$ cat config.mk
export PLATFORM = sky130hd
export DESIGN_NAME = owas_posture_classifier
export DESIGN_NICKNAME = d
export VERILOG_FILES = /design/src/rtl/owas_pkg.sv /design/src/rtl/owas_input_stage.sv /design/src/rtl/owas_classify.sv /design/src/rtl/owas_posture_classifier.sv
export VERILOG_INCLUDE_DIRS = /design/src /design/src/rtl
export SDC_FILE = /design/constraint.sdc
export NUM_CORES = 1
export LEC_CHECK = 0
export ABC_AREA = 1
export BUFFER_PORTS_ARGS = -buffer_cell sky130_fd_sc_hd__buf_2
export CORE_AREA = 2 2 192 119
export CTS_CLUSTER_DIAMETER = 40
export CTS_CLUSTER_SIZE = 24
export DETAILED_ROUTE_END_ITERATION = 8
export DIE_AREA = 0 0 194 121
export GPL_ROUTABILITY_DRIVEN = 0
export GPL_TIMING_DRIVEN = 1
export PLACE_DENSITY_LB_ADDON = 0.15
export SLEW_MARGIN = 20
export SYNTH_ARGS = -nofsm -noshare
export SYNTH_HDL_FRONTEND = slang
export SYNTH_HIERARCHICAL = 1
export SYNTH_SLANG_ARGS = --single-unit
$ cat constraint.sdc
create_clock -name clk -period 4.5 [get_ports clk]
set_input_delay 0.9 -clock clk [delete_from_list [all_inputs] [get_ports clk]]
set_output_delay 0.9 -clock clk [all_outputs]
set_load 0.01 [all_outputs]
$ cat src/rtl/owas_posture_classifier_assert.svh
// assertion macros for the owas posture classifier
// used by the top level; needs nothing else
`ifndef OWAS_POSTURE_CLASSIFIER_ASSERT_SVH
`define OWAS_POSTURE_CLASSIFIER_ASSERT_SVH

// same-cycle implication, checked out of reset
`define OWAS_ASSERT_NOW(label, clk, rst_n, cond, prop) \
    label: assert property (@(posedge clk) disable iff (!rst_n) (cond) |-> (prop)) \
        else $error("owas assertion failed");

// next-cycle implication, checked out of reset
`define OWAS_ASSERT_NEXT(label, clk, rst_n, cond, prop) \
    label: assert property (@(posedge clk) disable iff (!rst_n) (cond) |=> (prop)) \
        else $error("owas assertion failed");

`endif

$ cat src/rtl/owas_pkg.sv
// shared types, constants and the action table for the owas posture classifier
// no dependencies
package owas_pkg;

    localparam int OWAS_NODE_COUNT = 8;
    localparam int MARK_COUNT      = 7;
    localparam int MAG_W           = 8;
    localparam int ANGLE_W         = 9;
    localparam int NODE_W          = 3;
    localparam int CFG_INDEX_W     = 3;
    localparam int CFG_DATA_W      = 8;
    localparam int IN_TDATA_W      = 40;
    localparam int OUT_TDATA_W     = 16;

    localparam logic [MARK_COUNT-1:0] ALL_MARKS = '1;

    // node ids
    localparam logic [NODE_W-1:0] NODE_NONE      = 3'd0;
    localparam logic [NODE_W-1:0] NODE_BACK      = 3'd1;
    localparam logic [NODE_W-1:0] NODE_RIGHT_ARM = 3'd2;
    localparam logic [NODE_W-1:0] NODE_LEFT_ARM  = 3'd3;
    localparam logic [NODE_W-1:0] NODE_RIGHT_LEG = 3'd4;
    localparam logic [NODE_W-1:0] NODE_LEFT_LEG  = 3'd6;

    // configuration register indexes
    localparam logic [CFG_INDEX_W-1:0] CFG_ARMS_LIMIT       = 3'd0;
    localparam logic [CFG_INDEX_W-1:0] CFG_BACK_ROLL_LIMIT  = 3'd1;
    localparam logic [CFG_INDEX_W-1:0] CFG_BACK_PITCH_LIMIT = 3'd2;
    localparam logic [CFG_INDEX_W-1:0] CFG_LEG_BENT_BOUND   = 3'd3;
    localparam logic [CFG_INDEX_W-1:0] CFG_LEG_SIT_BOUND    = 3'd4;
    localparam logic [CFG_INDEX_W-1:0] CFG_LEG_SQUAT_BOUND  = 3'd5;
    localparam logic [CFG_INDEX_W-1:0] CFG_LEG_MOVE_LIMIT   = 3'd6;
    localparam logic [CFG_INDEX_W-1:0] CFG_USER_LOAD        = 3'd7;

    // fixed thresholds
    localparam logic [MAG_W-1:0] LOAD_LOW  = 8'd10;
    localparam logic [MAG_W-1:0] LOAD_HIGH = 8'd20;
    localparam logic [MAG_W-1:0] LEG_MAX   = 8'd180;

    typedef struct packed {
        logic [MAG_W-1:0] arms_limit;
        logic [MAG_W-1:0] back_roll_limit;
        logic [MAG_W-1:0] back_pitch_limit;
        logic [MAG_W-1:0] leg_bent_bound;
        logic [MAG_W-1:0] leg_sit_bound;
        logic [MAG_W-1:0] leg_squat_bound;
        logic [MAG_W-1:0] leg_move_limit;
        logic [MAG_W-1:0] user_load;
    } cfg_t;

    // stored magnitudes the classifier looks at
    typedef struct packed {
        logic [MAG_W-1:0] back_roll;
        logic [MAG_W-1:0] back_pitch;
        logic [MAG_W-1:0] rarm_roll;
        logic [MAG_W-1:0] rarm_pitch;
        logic [MAG_W-1:0] larm_roll;
        logic [MAG_W-1:0] larm_pitch;
        logic [MAG_W-1:0] rleg_angle;
        logic [MAG_W-1:0] lleg_angle;
        logic [MAG_W-1:0] rleg_move_roll;
        logic [MAG_W-1:0] rleg_move_pitch;
        logic [MAG_W-1:0] lleg_move_roll;
        logic [MAG_W-1:0] lleg_move_pitch;
    } posture_t;

    typedef struct packed {
        logic                  fire;
        logic [MARK_COUNT-1:0] marks;
    } stage_status_t;

    // last member sits in the lowest bits, matching the output beat layout
    typedef struct packed {
        logic       warning;
        logic [2:0] action_level;
        logic [1:0] load_code;
        logic [2:0] legs_code;
        logic [1:0] arms_code;
        logic [2:0] back_code;
    } result_t;

    // action table, one hex digit per column, column 0 in the top digit
    localparam logic [83:0] ACTION_ROWS [12] = '{
        84'h111_111_111_222_222_111_111,
        84'h111_111_111_222_222_111_111,
        84'h111_111_111_222_222_111_111,
        84'h223_223_223_333_333_222_233,
        84'h223_223_233_344_344_334_234,
        84'h334_223_333_344_444_444_234,
        84'h111_111_112_333_444_111_111,
        84'h223_111_112_444_444_333_111,
        84'h223_111_233_444_444_444_111,
        84'h233_223_223_444_444_444_234,
        84'h334_234_334_444_444_444_234,
        84'h444_234_334_444_444_444_234
    };

    function automatic logic [2:0] action_lookup(input logic [3:0] row, input logic [4:0] col);
        logic [83:0] bits;
        logic [4:0]  digit;
        logic [6:0]  sel;
        bits  = ACTION_ROWS[row];
        digit = 5'd20 - col;
        sel   = {digit, 2'b00};
        return bits[sel +: 3];
    endfunction

    // absolute value of a 9-bit signed field, -256 saturates to 255
    function automatic logic [MAG_W-1:0] mag9(input logic [ANGLE_W-1:0] v);
        logic [ANGLE_W-1:0] m;
        m = v[ANGLE_W-1] ? (~v + 9'd1) : v;
        return m[ANGLE_W-1] ? 8'hFF : m[MAG_W-1:0];
    endfunction

endpackage

$ cat src/rtl/owas_input_stage.sv
// per-node magnitude stores and arrival marks for the owas posture classifier
// depends on owas_pkg
module owas_input_stage import owas_pkg::*; #(
    parameter int NODE_COUNT = OWAS_NODE_COUNT
) (
    input  logic                 clk,
    input  logic                 rst_n,
    input  logic                 accept,
    input  logic                 advance,
    input  logic [NODE_W-1:0]    node_id,
    input  logic [ANGLE_W-1:0]   roll_angle,
    input  logic [ANGLE_W-1:0]   pitch_angle,
    input  logic [ANGLE_W-1:0]   move_roll,
    input  logic [ANGLE_W-1:0]   move_pitch,
    output posture_t             posture,
    output stage_status_t        status
);

    localparam int IDX_W = $clog2(NODE_COUNT);

    logic [MAG_W-1:0] roll_store_reg       [NODE_COUNT];
    logic [MAG_W-1:0] pitch_store_reg      [NODE_COUNT];
    logic [MAG_W-1:0] move_roll_store_reg  [NODE_COUNT];
    logic [MAG_W-1:0] move_pitch_store_reg [NODE_COUNT];

    logic [MARK_COUNT-1:0] marks_reg, marks_next, marks_set;
    logic                  fire_reg, fire_next;
    logic                  write_en;
    logic [IDX_W-1:0]      idx;

    assign idx      = IDX_W'(node_id);
    assign write_en = accept && (node_id != NODE_NONE);

    // payload stores, no reset: entries are only read once written
    always_ff @(posedge clk)
    begin
        if (write_en)
        begin
            roll_store_reg[idx]       <= mag9(roll_angle);
            pitch_store_reg[idx]      <= mag9(pitch_angle);
            move_roll_store_reg[idx]  <= mag9(move_roll);
            move_pitch_store_reg[idx] <= mag9(move_pitch);
        end
    end

    always_comb
    begin
        marks_set  = marks_reg | MARK_COUNT'(8'd1 << (node_id - 3'd1));
        marks_next = marks_reg;
        fire_next  = fire_reg && !advance;
        if (write_en)
        begin
            if (marks_set == ALL_MARKS)
            begin
                marks_next = '0;
                fire_next  = 1'b1;
            end
            else
            begin
                marks_next = marks_set;
            end
        end
    end

    always_ff @(posedge clk or negedge rst_n)
    begin
        if (!rst_n)
        begin
            marks_reg <= '0;
            fire_reg  <= 1'b0;
        end
        else
        begin
            marks_reg <= marks_next;
            fire_reg  <= fire_next;
        end
    end

    assign posture.back_roll       = roll_store_reg[IDX_W'(NODE_BACK)];
    assign posture.back_pitch      = pitch_store_reg[IDX_W'(NODE_BACK)];
    assign posture.rarm_roll       = roll_store_reg[IDX_W'(NODE_RIGHT_ARM)];
    assign posture.rarm_pitch      = pitch_store_reg[IDX_W'(NODE_RIGHT_ARM)];
    assign posture.larm_roll       = roll_store_reg[IDX_W'(NODE_LEFT_ARM)];
    assign posture.larm_pitch      = pitch_store_reg[IDX_W'(NODE_LEFT_ARM)];
    assign posture.rleg_angle      = roll_store_reg[IDX_W'(NODE_RIGHT_LEG)];
    assign posture.lleg_angle      = roll_store_reg[IDX_W'(NODE_LEFT_LEG)];
    assign posture.rleg_move_roll  = move_roll_store_reg[IDX_W'(NODE_RIGHT_LEG)];
    assign posture.rleg_move_pitch = move_pitch_store_reg[IDX_W'(NODE_RIGHT_LEG)];
    assign posture.lleg_move_roll  = move_roll_store_reg[IDX_W'(NODE_LEFT_LEG)];
    assign posture.lleg_move_pitch = move_pitch_store_reg[IDX_W'(NODE_LEFT_LEG)];

    assign status.fire  = fire_reg;
    assign status.marks = marks_reg;

endmodule

$ cat src/rtl/owas_classify.sv
// combinational owas classification: back, arms, legs, load and action level
// depends on owas_pkg
module owas_classify import owas_pkg::*; (
    input  posture_t posture,
    input  cfg_t     cfg,
    output result_t  result
);

    logic       twisted, bent;
    logic       rarm_up, larm_up;
    logic       rmov, lmov;
    logic       r_low, r_bent_max, r_mid, r_sit_max, r_sit, r_squat;
    logic       l_low, l_bent_max, l_mid, l_sit_max, l_sit, l_squat;
    logic [2:0] back, legs;
    logic [1:0] arms, load;
    logic [2:0] level;
    logic [3:0] row, back_off;
    logic [4:0] col, legs_off;

    always_comb
    begin
        twisted = posture.back_roll > cfg.back_roll_limit;
        bent    = posture.back_pitch > cfg.back_pitch_limit;
        if (twisted && bent)
            back = 3'd4;
        else if (bent)
            back = 3'd3;
        else if (twisted)
            back = 3'd2;
        else
            back = 3'd1;

        rarm_up = (posture.rarm_roll > cfg.arms_limit) || (posture.rarm_pitch > cfg.arms_limit);
        larm_up = (posture.larm_roll > cfg.arms_limit) || (posture.larm_pitch > cfg.arms_limit);
        arms    = 2'd1 + 2'(rarm_up) + 2'(larm_up);

        rmov = (posture.rleg_move_roll > cfg.leg_move_limit)
            || (posture.rleg_move_pitch > cfg.leg_move_limit);
        lmov = (posture.lleg_move_roll > cfg.leg_move_limit)
            || (posture.lleg_move_pitch > cfg.leg_move_limit);

        // half-open ranges on the upper-leg angles
        r_low      = posture.rleg_angle < cfg.leg_bent_bound;
        r_bent_max = (posture.rleg_angle >= cfg.leg_bent_bound) && (posture.rleg_angle < LEG_MAX);
        r_mid      = (posture.rleg_angle >= cfg.leg_bent_bound)
            && (posture.rleg_angle < cfg.leg_sit_bound);
        r_sit_max  = (posture.rleg_angle >= cfg.leg_sit_bound) && (posture.rleg_angle < LEG_MAX);
        r_sit      = (posture.rleg_angle >= cfg.leg_sit_bound)
            && (posture.rleg_angle < cfg.leg_squat_bound);
        r_squat    = (posture.rleg_angle >= cfg.leg_squat_bound) && (posture.rleg_angle < LEG_MAX);

        l_low      = posture.lleg_angle < cfg.leg_bent_bound;
        l_bent_max = (posture.lleg_angle >= cfg.leg_bent_bound) && (posture.lleg_angle < LEG_MAX);
        l_mid      = (posture.lleg_angle >= cfg.leg_bent_bound)
            && (posture.lleg_angle < cfg.leg_sit_bound);
        l_sit_max  = (posture.lleg_angle >= cfg.leg_sit_bound) && (posture.lleg_angle < LEG_MAX);
        l_sit      = (posture.lleg_angle >= cfg.leg_sit_bound)
            && (posture.lleg_angle < cfg.leg_squat_bound);
        l_squat    = (posture.lleg_angle >= cfg.leg_squat_bound) && (posture.lleg_angle < LEG_MAX);

        if (rmov && lmov)
            legs = 3'd7;
        else if ((r_low && l_bent_max) || (r_bent_max && l_low))
            legs = 3'd3;
        else if (r_low && l_low)
            legs = 3'd2;
        else if ((r_mid && l_sit_max) || (r_sit_max && l_mid))
            legs = 3'd5;
        else if (r_mid && l_mid)
            legs = 3'd4;
        else if (r_sit && l_sit)
            legs = 3'd1;
        else if (r_squat && l_squat)
            legs = 3'd6;
        else
            legs = 3'd1;

        if (cfg.user_load >= LOAD_HIGH)
            load = 2'd3;
        else if (cfg.user_load >= LOAD_LOW)
            load = 2'd2;
        else
            load = 2'd1;

        back_off = 4'(back) - 4'd1;
        row      = back_off * 4'd3 + 4'(arms) - 4'd1;
        legs_off = 5'(legs) - 5'd1;
        col      = legs_off * 5'd3 + 5'(load) - 5'd1;
        level    = action_lookup(row, col);

        result.back_code    = back;
        result.arms_code    = arms;
        result.legs_code    = legs;
        result.load_code    = load;
        result.action_level = level;
        result.warning      = (level == 3'd4);
    end

endmodule

$ cat src/rtl/owas_posture_classifier.sv
// top level of the owas posture classifier: config registers, output register
// depends on owas_pkg, owas_input_stage, owas_classify, owas_posture_classifier_assert.svh
//
// channel   dir  beat contents (lowest bits first)
// s_axis    in   node_id[3] roll_angle[9] pitch_angle[9] move_roll[9] move_pitch[9] pad[1]
// m_axis    out  back_code[3] arms_code[2] legs_code[3] load_code[2] action_level[3]
//                warning[1] pad[2]
// cfg       in   write enable, register index, 8-bit data, write only
//
// one input beat per cycle while s_tready is high; the magnitudes are stored at the
// accepting edge, and a completing beat (all of nodes 1 to 7 seen) sets the pending flag
// and its result is loaded into the output register once that register frees
// s_tready drops only while a finished result waits behind a full, stalled
// output register; the single fire flag in the input stage sets that limit
// reset clears the arrival marks, the pending flag, the output valid and the
// config registers to defaults; the magnitude stores and result register are not cleared
`include "owas_posture_classifier_assert.svh"

module owas_posture_classifier import owas_pkg::*; #(
    parameter int NODE_COUNT = OWAS_NODE_COUNT
) (
    input  logic                    clk,
    input  logic                    rst_n,
    // node_id, roll_angle, pitch_angle, move_roll, move_pitch, zero pad
    input  logic [IN_TDATA_W-1:0]   s_tdata,
    input  logic                    s_tvalid,
    output logic                    s_tready,
    // back_code, arms_code, legs_code, load_code, action_level, warning, zero pad
    output logic [OUT_TDATA_W-1:0]  m_tdata,
    output logic                    m_tvalid,
    input  logic                    m_tready,
    input  logic                    cfg_we,
    input  logic [CFG_INDEX_W-1:0]  cfg_index,
    input  logic [CFG_DATA_W-1:0]   cfg_data
);

    cfg_t          cfg_reg, cfg_next;
    posture_t      posture;
    stage_status_t status;
    result_t       result, result_reg;
    logic          out_valid_reg, out_valid_next;
    logic          advance;
    logic          s_accept;

    // input beat fields
    logic [NODE_W-1:0]  node_id;
    logic [ANGLE_W-1:0] roll_angle, pitch_angle, move_roll, move_pitch;

    assign node_id     = s_tdata[2:0];
    assign roll_angle  = s_tdata[11:3];
    assign pitch_angle = s_tdata[20:12];
    assign move_roll   = s_tdata[29:21];
    assign move_pitch  = s_tdata[38:30];

    // output register frees when empty or being taken
    assign advance  = !out_valid_reg || m_tready;
    assign s_tready = !status.fire || advance;
    assign s_accept = s_tvalid && s_tready;

    // configuration registers
    always_comb
    begin
        cfg_next = cfg_reg;
        if (cfg_we)
        begin
            case (cfg_index)
                CFG_ARMS_LIMIT:       cfg_next.arms_limit       = cfg_data;
                CFG_BACK_ROLL_LIMIT:  cfg_next.back_roll_limit  = cfg_data;
                CFG_BACK_PITCH_LIMIT: cfg_next.back_pitch_limit = cfg_data;
                CFG_LEG_BENT_BOUND:   cfg_next.leg_bent_bound   = cfg_data;
                CFG_LEG_SIT_BOUND:    cfg_next.leg_sit_bound    = cfg_data;
                CFG_LEG_SQUAT_BOUND:  cfg_next.leg_squat_bound  = cfg_data;
                CFG_LEG_MOVE_LIMIT:   cfg_next.leg_move_limit   = cfg_data;
                CFG_USER_LOAD:        cfg_next.user_load        = cfg_data;
                default:              cfg_next = cfg_reg;
            endcase
        end
    end

    always_ff @(posedge clk or negedge rst_n)
    begin
        if (!rst_n)
        begin
            cfg_reg.arms_limit       <= 8'd90;
            cfg_reg.back_roll_limit  <= 8'd20;
            cfg_reg.back_pitch_limit <= 8'd20;
            cfg_reg.leg_bent_bound   <= 8'd20;
            cfg_reg.leg_sit_bound    <= 8'd60;
            cfg_reg.leg_squat_bound  <= 8'd120;
            cfg_reg.leg_move_limit   <= 8'd130;
            cfg_reg.user_load        <= 8'd5;
        end
        else
        begin
            cfg_reg <= cfg_next;
        end
    end

    // magnitude stores, arrival marks and the pending-result flag
    owas_input_stage #(
        .NODE_COUNT (NODE_COUNT)
    ) u_input_stage (
        .clk         (clk),
        .rst_n       (rst_n),
        .accept      (s_accept),
        .advance     (advance),
        .node_id     (node_id),
        .roll_angle  (roll_angle),
        .pitch_angle (pitch_angle),
        .move_roll   (move_roll),
        .move_pitch  (move_pitch),
        .posture     (posture),
        .status      (status)
    );

    // classification from the stored magnitudes
    owas_classify u_classify (
        .posture (posture),
        .cfg     (cfg_reg),
        .result  (result)
    );

    // output register: loads when a result is pending and the slot frees
    always_comb
    begin
        out_valid_next = out_valid_reg;
        if (advance)
            out_valid_next = status.fire;
    end

    always_ff @(posedge clk or negedge rst_n)
    begin
        if (!rst_n)
            out_valid_reg <= 1'b0;
        else
            out_valid_reg <= out_valid_next;
    end

    always_ff @(posedge clk)
    begin
        if (advance && status.fire)
            result_reg <= result;
    end

    assign m_tvalid = out_valid_reg;
    assign m_tdata  = {2'b00, result_reg};

    // a pending result always follows a clearing of the marks
    `OWAS_ASSERT_NOW(a_fire_marks_clear, clk, rst_n, status.fire, status.marks == '0)
    // node zero beats leave the marks untouched
    `OWAS_ASSERT_NEXT(a_node_zero_ignored, clk, rst_n, s_accept && (node_id == NODE_NONE),
        $stable(status.marks))
    // a pending result blocked by a stalled output holds off new beats
    `OWAS_ASSERT_NOW(a_stall_blocks_input, clk, rst_n, status.fire && out_valid_reg && !m_tready,
        !s_tready)

endmodule
# Yosys cells after proc, flatten, opt, wreduce, memory -nomap -nowiden
# Memory sizes are Yosys's and may differ from the RTL's.
# Cells that the tools add are included.
[op_classes]
addsub = 14
shift = 2
multipliers = 2
magnitude_cmp = 27
n_reduce_logical = 45
muxes = 27
n_bitwise = 6
n_eq_ne = 9
[op_table]
columns = ["operator", "count"]
rows = [
  ["two-way mux 84 bit", 2],
  ["variable part select 84 x 8 -> 3 bit", 1],
  ["> comparator 8 bit", 10],
  [">= comparator 8 bit", 6],
  ["< comparator 8 bit", 6],
  ["adder 9 x 1 -> 9 bit (second input constant)", 4],
  ["two-way mux 9 bit", 4],
  ["inverter 9 bit", 4],
  ["two-way mux 8 bit", 4],
  ["two-way mux 3 bit", 9],
  ["logical AND 1 bit", 24],
  ["< comparator 8 bit (second input constant)", 2],
  ["AND reduction 2 bit", 8],
  ["equality test 3 bit (second input constant)", 5],
  [">= comparator 8 x 4 -> 1 bit (second input constant)", 1],
  [">= comparator 8 x 5 -> 1 bit (second input constant)", 1],
  ["logical OR 1 bit", 8],
  ["subtractor 3 x 1 -> 4 bit (second input constant)", 2],
  ["equality test 7 bit (second input constant)", 1],
  ["two-way mux 7 bit", 1],
  ["bitwise OR 7 bit", 1],
  ["<< shifter 1 x 3 -> 7 bit (first input constant)", 1],
  ["equality test 3 x 2 -> 1 bit (second input constant)", 2],
  ["two-way mux 2 bit", 3],
  ["17 further kinds", 22],
]
[word_totals]
memories = 5
reg_bits = 87
mem_bits_rw = 256
output_inout_bits = 18
mem_bits_ro = 1344
in_bits = 56
[memory_table]
columns = ["name", "depth", "width", "rd", "rd_ports_with_merged_regs", "wr", "line", "rtl"]
rows = [
  ["(no name shown)", 16, 84, 1, 0, 0, "owas_pkg.sv:102", "bits = ACTION_ROWS[row];"],
  ["u_input_stage.move_pitch_store_reg", 8, 8, 2, 0, 1, "owas_input_stage.sv:24", "logic [MAG_W-1:0] move_pitch_store_reg [NODE_COUNT];"],
  ["u_input_stage.move_roll_store_reg", 8, 8, 2, 0, 1, "owas_input_stage.sv:23", "logic [MAG_W-1:0] move_roll_store_reg [NODE_COUNT];"],
  ["u_input_stage.pitch_store_reg", 8, 8, 3, 0, 1, "owas_input_stage.sv:22", "logic [MAG_W-1:0] pitch_store_reg [NODE_COUNT];"],
  ["u_input_stage.roll_store_reg", 8, 8, 5, 0, 1, "owas_input_stage.sv:21", "logic [MAG_W-1:0] roll_store_reg [NODE_COUNT];"],
]

# Longest topological paths before layout
# Gate-level depths: netlist of the first run.
# An unclocked memory read counts as a cell.
[logic_depth]
word_depth = 18
mapped_depth = 36
depth_no_buf = 35

# By module
# The synthesis of the first run kept the hierarchy.
[by_module_without_submodules]
columns = ["module", "area_each_um2", "seq_area_each_um2", "cells_per_inst", "instances"]
rows = [
  ["owas_classify", 4474.3, 0.0, 693, 1],
  ["owas_input_stage", 4307.9, 3083.0, 342, 1],
  ["owas_posture_classifier", 3193.1, 2074.5, 321, 1],
]

# Worst setup path after synthesis of the first run
# OpenSTA, ideal clock, no wires.
[synth_timing]
path_kind = "reg-to-reg"
start = "reg cfg_reg[29] (netlist bit)"
end = "reg result_reg, in the netlist m_tdata[13] (data pin)"
required_time_ns = 4.365
period_less_slack_ns = 4.209
arrival_ns = 4.074
stages_incl_launch_ff = 27
setup_slack_ns = 0.291
n_path_buf = 0
path_cell_list = "dfstp_2 > inv_1 > ha_1 > a21oi_1 > o21bai_1 > a21oi_2 > nand2_2 > nor2_2 > nor2_4 > nand2_1 > nand2_1 > nand2_1 > inv_1 > ha_1 > nand3_2 > nand2_1 > ha_1 > inv_1 > ha_1 > ha_1 > fa_1 > inv_1 > o31ai_1 > nand3_2 > nand2_2 > nand2_2 > nor2_2"
[synth_lines]
columns = ["element", "line", "rtl"]
rows = [
  ["start: declaration", "owas_posture_classifier.sv:37", "cfg_t cfg_reg, cfg_next;"],
  ["start signal: assignment", "owas_posture_classifier.sv:95", "cfg_reg <= cfg_next;"],
  ["end signal: assignment", "owas_posture_classifier.sv:142", "result_reg <= result;"],
  ["end: declaration", "owas_posture_classifier.sv:40", "result_t result, result_reg;"],
]

==> results.md, run 1 <==
- Outcome: finished with violations
- Failing checks: negative setup slack
- Crit path capture type: register
- Max-cap violations: 0
- Via count: 9677
- Critical path arrival: 4730 ps
- DRC: 0
- Final Hold Vio Count: 0
- HP Class: in2async
- Core Region: 21700 um^2
- Initial antenna violation count: 0
- Clock sink total: 182
- Ratio of final minimum period to clock period: 101%
- Cts bufs inserted: 17
- Post-DR vias/cell: 5.45
- Number of fillers in the final layout: 1791
- Final nets: 1685
- Critical path class: reg2reg
- Max-slew violation count: 0
- Synthesized area per cell: 8.83 um^2
- TNS Setup: -31.6 ps
- # hold bufs at CTS: 0
- Worst Path Required: 4700 ps
- Peak supply drop: 0.664 mV
- Clock Tree Root: clkbuf_16
- Final Skew: 9.86 ps
- Drt wl/cell: 16.6 um
- Pint: 4410 uW
- Clock Power Share: 19.8%
- RSZ-0062 raised after global routing: true
- Crit path launch: cfg_reg[62]$_DFFE_PN1P_
- Synth Cell Area: 11900 um^2
- DRT antenna net count: 0
- Die H: 121 um
- Area Overhead vs Synth: 16.7%
- Worst Hold Slack: 398 ps
- Core Util, Final: 64.4%
- Number of H-tree levels: 4
- Max Clk Rate: 0.221 GHz
- Sequential Power Share: 28.2%
- Pwr Total: 7580 uW
- Critical Path Source Type: register
- Clk pin slew, worst setup/hold paths: 70 ps
- Logic pwr share: 52.0%
- Detailed placement HPWL: 21800 um
- P_sw: 3170 uW
- Final setup fails: 2
- Reg2Reg Setup Slack: -30 ps
- Worst Tran Pin Value: 772 ps
- Pre-Repair DR Iteration Count: 8
- Slew margin rel.: 48.5%
- # rows: 42
- Fin cells: 1774
- PwrDens: 544 nW/um^2
- Sequential cell area: 5130 um^2
- Wire length of the first global-routing pass: 46100 um
- Vias in the first global route: 8881
- Max Root-Sink Buffers: 2
- GRT overflow: 0
- Setup WS post-layout: -30.5 ps
- Sw frac: 41.8%
- Routed Wire Length: 29500 um
- Synthesized instance count: 1352
- Leak: 0.00663 uW
- Crit path max fanout: 4
- Starting Density: 55.1%
- Antenna cells: 0
- Critical path's slowest cell: dfstp_2
- Pin count of the biggest net entering global routing: 39
- CTS tree: done
- Share of post-route cells with drive strength above 1: 22.7%
- Full die area: 23500 um^2
- IO Count: 74
- Die W: 194 um
- Iteration-0 DRC Markers: 915
- Worst-Skew Late Latency: 440 ps
- All-Layer GR Usage: 25.1%
- Max incr delay on CP: 540 ps
- Final min period: 4530 ps
- Area used by multi-input combinational logic: 6310 um^2
- Ys Warns: 6
- Max FFs per register: 63
- PortBufs: 70
- RR Startpoint: cfg_reg[62]$_DFFE_PN1P_
- Placed cells: 1730
## layer usage
metal	vias to the layer above	global-route usage [%]	part of all wire [%]
li1	4743	-	-
met1	4559	39.0	50
met2	341	36.0	42
met3	34	4.72	7.0
met4	0	5.97	1.2
met5	-	0	0
## power by group through the flow
stage | clock [uW] | sequential [uW] | combinational (uW)
floorplan | 0 | 2140 | 2260
CTS | 1530 | 2140 | 3410
detailed placement | 0 | 2170 | 3280
global placement | 0 | 2160 | 3220
global route | 1600 | 2160 | 4330
finish | 1500 | 2140 | 3940
## path summary, 6_finish.rpt
path | cells past startpoint | endpoint
max in group asynchronous | 2 | cfg_reg[9]$_DFFE_PN1P_
hold reg to reg | 2 | cfg_reg[26]$_DFFE_PN1P_
setup reg to reg | 28 | m_tdata[10]$_DFFE_PP_
setup / recovery | 28 | m_tdata[10]$_DFFE_PP_
min in group clk | 2 | cfg_reg[26]$_DFFE_PN1P_
hold / removal | 1 | m_tvalid$_DFFE_PN0P_
## layout make-up
class                   instances  area share, %
clock buffers                  20           3.44
repair buffers                126           5.70
repair inverters                1         0.0359
well taps                     286           2.57
flip-flops and latches        182           36.8
inverters                     193           5.25
clock inverters                12          0.880
multi-input cells             954           45.3
## worst max-delay path: cells and delay by family (launching register included)
family                   cells  cell delay, ps
adder cells (fa/ha/maj)      5            1230
AND/OR/NAND/NOR             13            1530
flip-flops                   1             540
buffers and inverters        5             370
AO/OA/AOI/OAI                5             620
## through the flow
| stage | instance area [um^2] | setup slack, ps |
|---|---|---|
| after floorplan | 11900 | 291 |
| after detailed placement | 12800 | -157 |
| final | 13900 | -30.5 |
| after global routing | 13900 | -192 |
| after CTS | 13500 | 5.35 |
| after global placement | 12800 | -108 |
## layout by cell type, fill, tap and decap left out, types with 11 or more instances in the layout
cell type    n
inv_1      172
edfxtp_1   110
nand2_2     27
xor2_1      15
nand3_1     89
nand2_1    355
inv_2       19
ha_1       132
nor2_4      15
a21oi_1     58
ha_4        17
nor2_2      27
o21ai_1     15
nor2_1      51
o211ai_1    11
buf_4       52
dfrtp_1     51
a21oi_2     13
clkbuf_16   19
dfstp_2     21
buf_2       70
nand4_1     17
o21ai_0     37
## what timing repair did
item                                    in CTS  in global routing
setup buffers                                3                  8
gates cloned                                 0                  1
pin swaps                                   20                 53
endpoints found under the setup margin       4                  4
gates resized for setup                     46                 86
Power figures use the tool's default switching activity.
==> run 2: changes to the inputs <==
PLACE_DENSITY = 0.79   (was not set)
PLACE_DENSITY_LB_ADDON = not set   (was 0.15)
==> results.md, run 2 (synthesized netlist as in run 1, its figures left out) <==
- Outcome: finished with violations
- Failing checks: negative setup slack
- Final setup fails: 3
- Clk pin slew, worst setup/hold paths: 70 ps
- Number of H-tree levels: 4
- Final Hold Vio Count: 0
- Max Root-Sink Buffers: 2
- Sequential Power Share: 27.0%
- Antenna cells: 0
- Routed Wire Length: 30900 um
- Max incr delay on CP: 380 ps
- # hold bufs at CTS: 0
- DRC: 0
- Initial antenna violation count: 0
- Placed cells: 1726
- Core Region: 21700 um^2
- Max Clk Rate: 0.216 GHz
- Critical path class: reg2reg
- Number of fillers in the final layout: 1654
- P_sw: 3340 uW
- Logic pwr share: 53.8%
- Area used by multi-input combinational logic: 6440 um^2
- PortBufs: 70
- HP Class: reg2reg
- DRT antenna net count: 0
- Most common cell after layout, fill and taps aside: nand2_1
- Crit path top cell by count: nand2_1
- RSZ-0062 raised after global routing: true
- Setup WS post-layout: -129 ps
- Critical path arrival: 4830 ps
- Final nets: 1684
- Slew margin rel.: 48.5%
- Iteration-0 DRC Markers: 1145
- Final min period: 4630 ps
- Cts bufs inserted: 17
- Starting Density: 55.1%
- Critical path's slowest cell: edfxtp_1
- Sequential cell area: 5130 um^2
- Wire length of the first global-routing pass: 46500 um
- Crit path capture type: register
- PwrDens: 563 nW/um^2
- Peak supply drop: 0.804 mV
- Worst Path Required: 4700 ps
- Crit path max fanout: 7
- Post-DR vias/cell: 5.61
- Design area: 14100 um^2
- Detailed placement HPWL: 21900 um
- Ratio of final minimum period to clock period: 103%
- Leak: 0.00662 uW
- Clock sink total: 182
- DP Area: 12700 um^2
- Final Skew: 10.3 ps
- Die H: 121 um
- Area Overhead vs Synth: 17.7%
- Worst-Skew Late Latency: 440 ps
- Vias in the first global route: 9249
- Core Util, Final: 64.9%
- Drt wl/cell: 17.4 um
- Critical Path Source Type: register
- GRT overflow: 0
- Max-slew violation count: 0
- IO Count: 74
- Pint: 4570 uW
- Clock Power Share: 19.2%
- # rows: 42
- Die W: 194 um
- All-Layer GR Usage: 25.2%
- Max-cap violations: 0
- Max FFs per register: 63
- Pin count of the biggest net entering global routing: 47
- Worst Hold Slack: 464 ps
- CTS tree: done
- Clock Tree Root: clkbuf_16
- Pre-Repair DR Iteration Count: 5
- Worst Tran Pin Value: 772 ps
- Share of post-route cells with drive strength above 1: 23.1%
- Via count: 9951
- Sw frac: 42.2%
- Fin cells: 1773
- Full die area: 23500 um^2
- TNS Setup: -306 ps
- Most frequent cells in the layout: 354 x nand2_1, 173 x inv_1, 126 x ha_1, 110 x edfxtp_1, 88 x nand3_1
==> run 2: cell count changes in the layout (fill, tap and decap cells not counted), moves of 2 or more <==
cell,change
ha_4,+7
ha_1,-6
nor2_2,-5
nor2_4,+4
clkinvlp_4,+3
inv_2,-3
a21oi_1,+2
bufinv_16,+2
clkbuf_16,-2
clkinv_4,-2
==> run 2: layer usage <==
layer	GRT usage, %	wire length (um)	vias up
li1	-	-	4753
met1	36.6	13800	4700
met2	37.9	13800	429
met3	6.00	2780	69
met4	6.16	594	0
met5	0	0	-
==> run 2: final timing paths <==
| path | from | endpoint | slack [ps] | cells after the start |
|---|---|---|---|---|
| worst min register to register | cfg_reg[27]$_DFFE_PN1P_ | cfg_reg[27]$_DFFE_PN1P_ | 460 | 2 |
| worst max-delay path | u_input_stage/roll_store_reg[4][0]$_DFFE_PP_ | m_tdata[13]$_DFFE_PP_ | -130 | 33 |
| worst min-delay path | cfg_reg[27]$_DFFE_PN1P_ | cfg_reg[27]$_DFFE_PN1P_ | 460 | 2 |
| min in group asynchronous | rst_n | cfg_reg[35]$_DFFE_PN0P_ | 490 | 1 |
| worst max register to register | u_input_stage/roll_store_reg[4][0]$_DFFE_PP_ | m_tdata[13]$_DFFE_PP_ | -130 | 33 |
| max in group asynchronous | rst_n | cfg_reg[57]$_DFFE_PN1P_ | 3120 | 2 |
==> run 2: layout make-up <==
type	count	area share [%]
clock buffers	18	3.05
clock inverters	14	1.21
inverters	193	5.28
multi-input cells	954	45.8
flip-flops and latches	182	36.5
well taps	286	2.55
repair buffers	125	5.53
repair inverters	1	0.0356
==> run 2: timing repair <==
| item | in CTS | in global routing |
|---|---|---|
| endpoints found under the setup margin | 4 | 4 |
| pin swaps | 13 | 56 |
| resized for setup | 41 | 113 |
| gates cloned | 0 | 1 |
| setup buffers | 3 | 11 |
| endpoints found under the hold margin | 0 | 0 |
==> run 2: power groups by stage <==
stage	clock network (uW)	registers, uW	logic [uW]
after floorplan	0	2140	2260
after global placement	0	2160	3120
after detailed placement	0	2160	3250
after CTS	1540	2130	3370
after global routing	1600	2150	4640
final	1520	2140	4260
==> run 2: metrics by stage <==
step           worst slack [ps]  total power (uW)
2_1_floorplan               291              4410
3_3_place_gp              -96.3              5280
3_5_place_dp               -212              5410
4_1_cts                   0.782              7040
5_1_grt                    -361              8390
6_report                   -129              7910
==> run 2: critical path, delay by kind of cell (launching register included) <==
kind | cells | cell delay (ps)
compound gates | 2 | 300
xor+xnor | 2 | 530
fa+ha+maj | 3 | 700
buf+inv | 6 | 720
flops | 1 | 380
simple gates | 20 | 1740
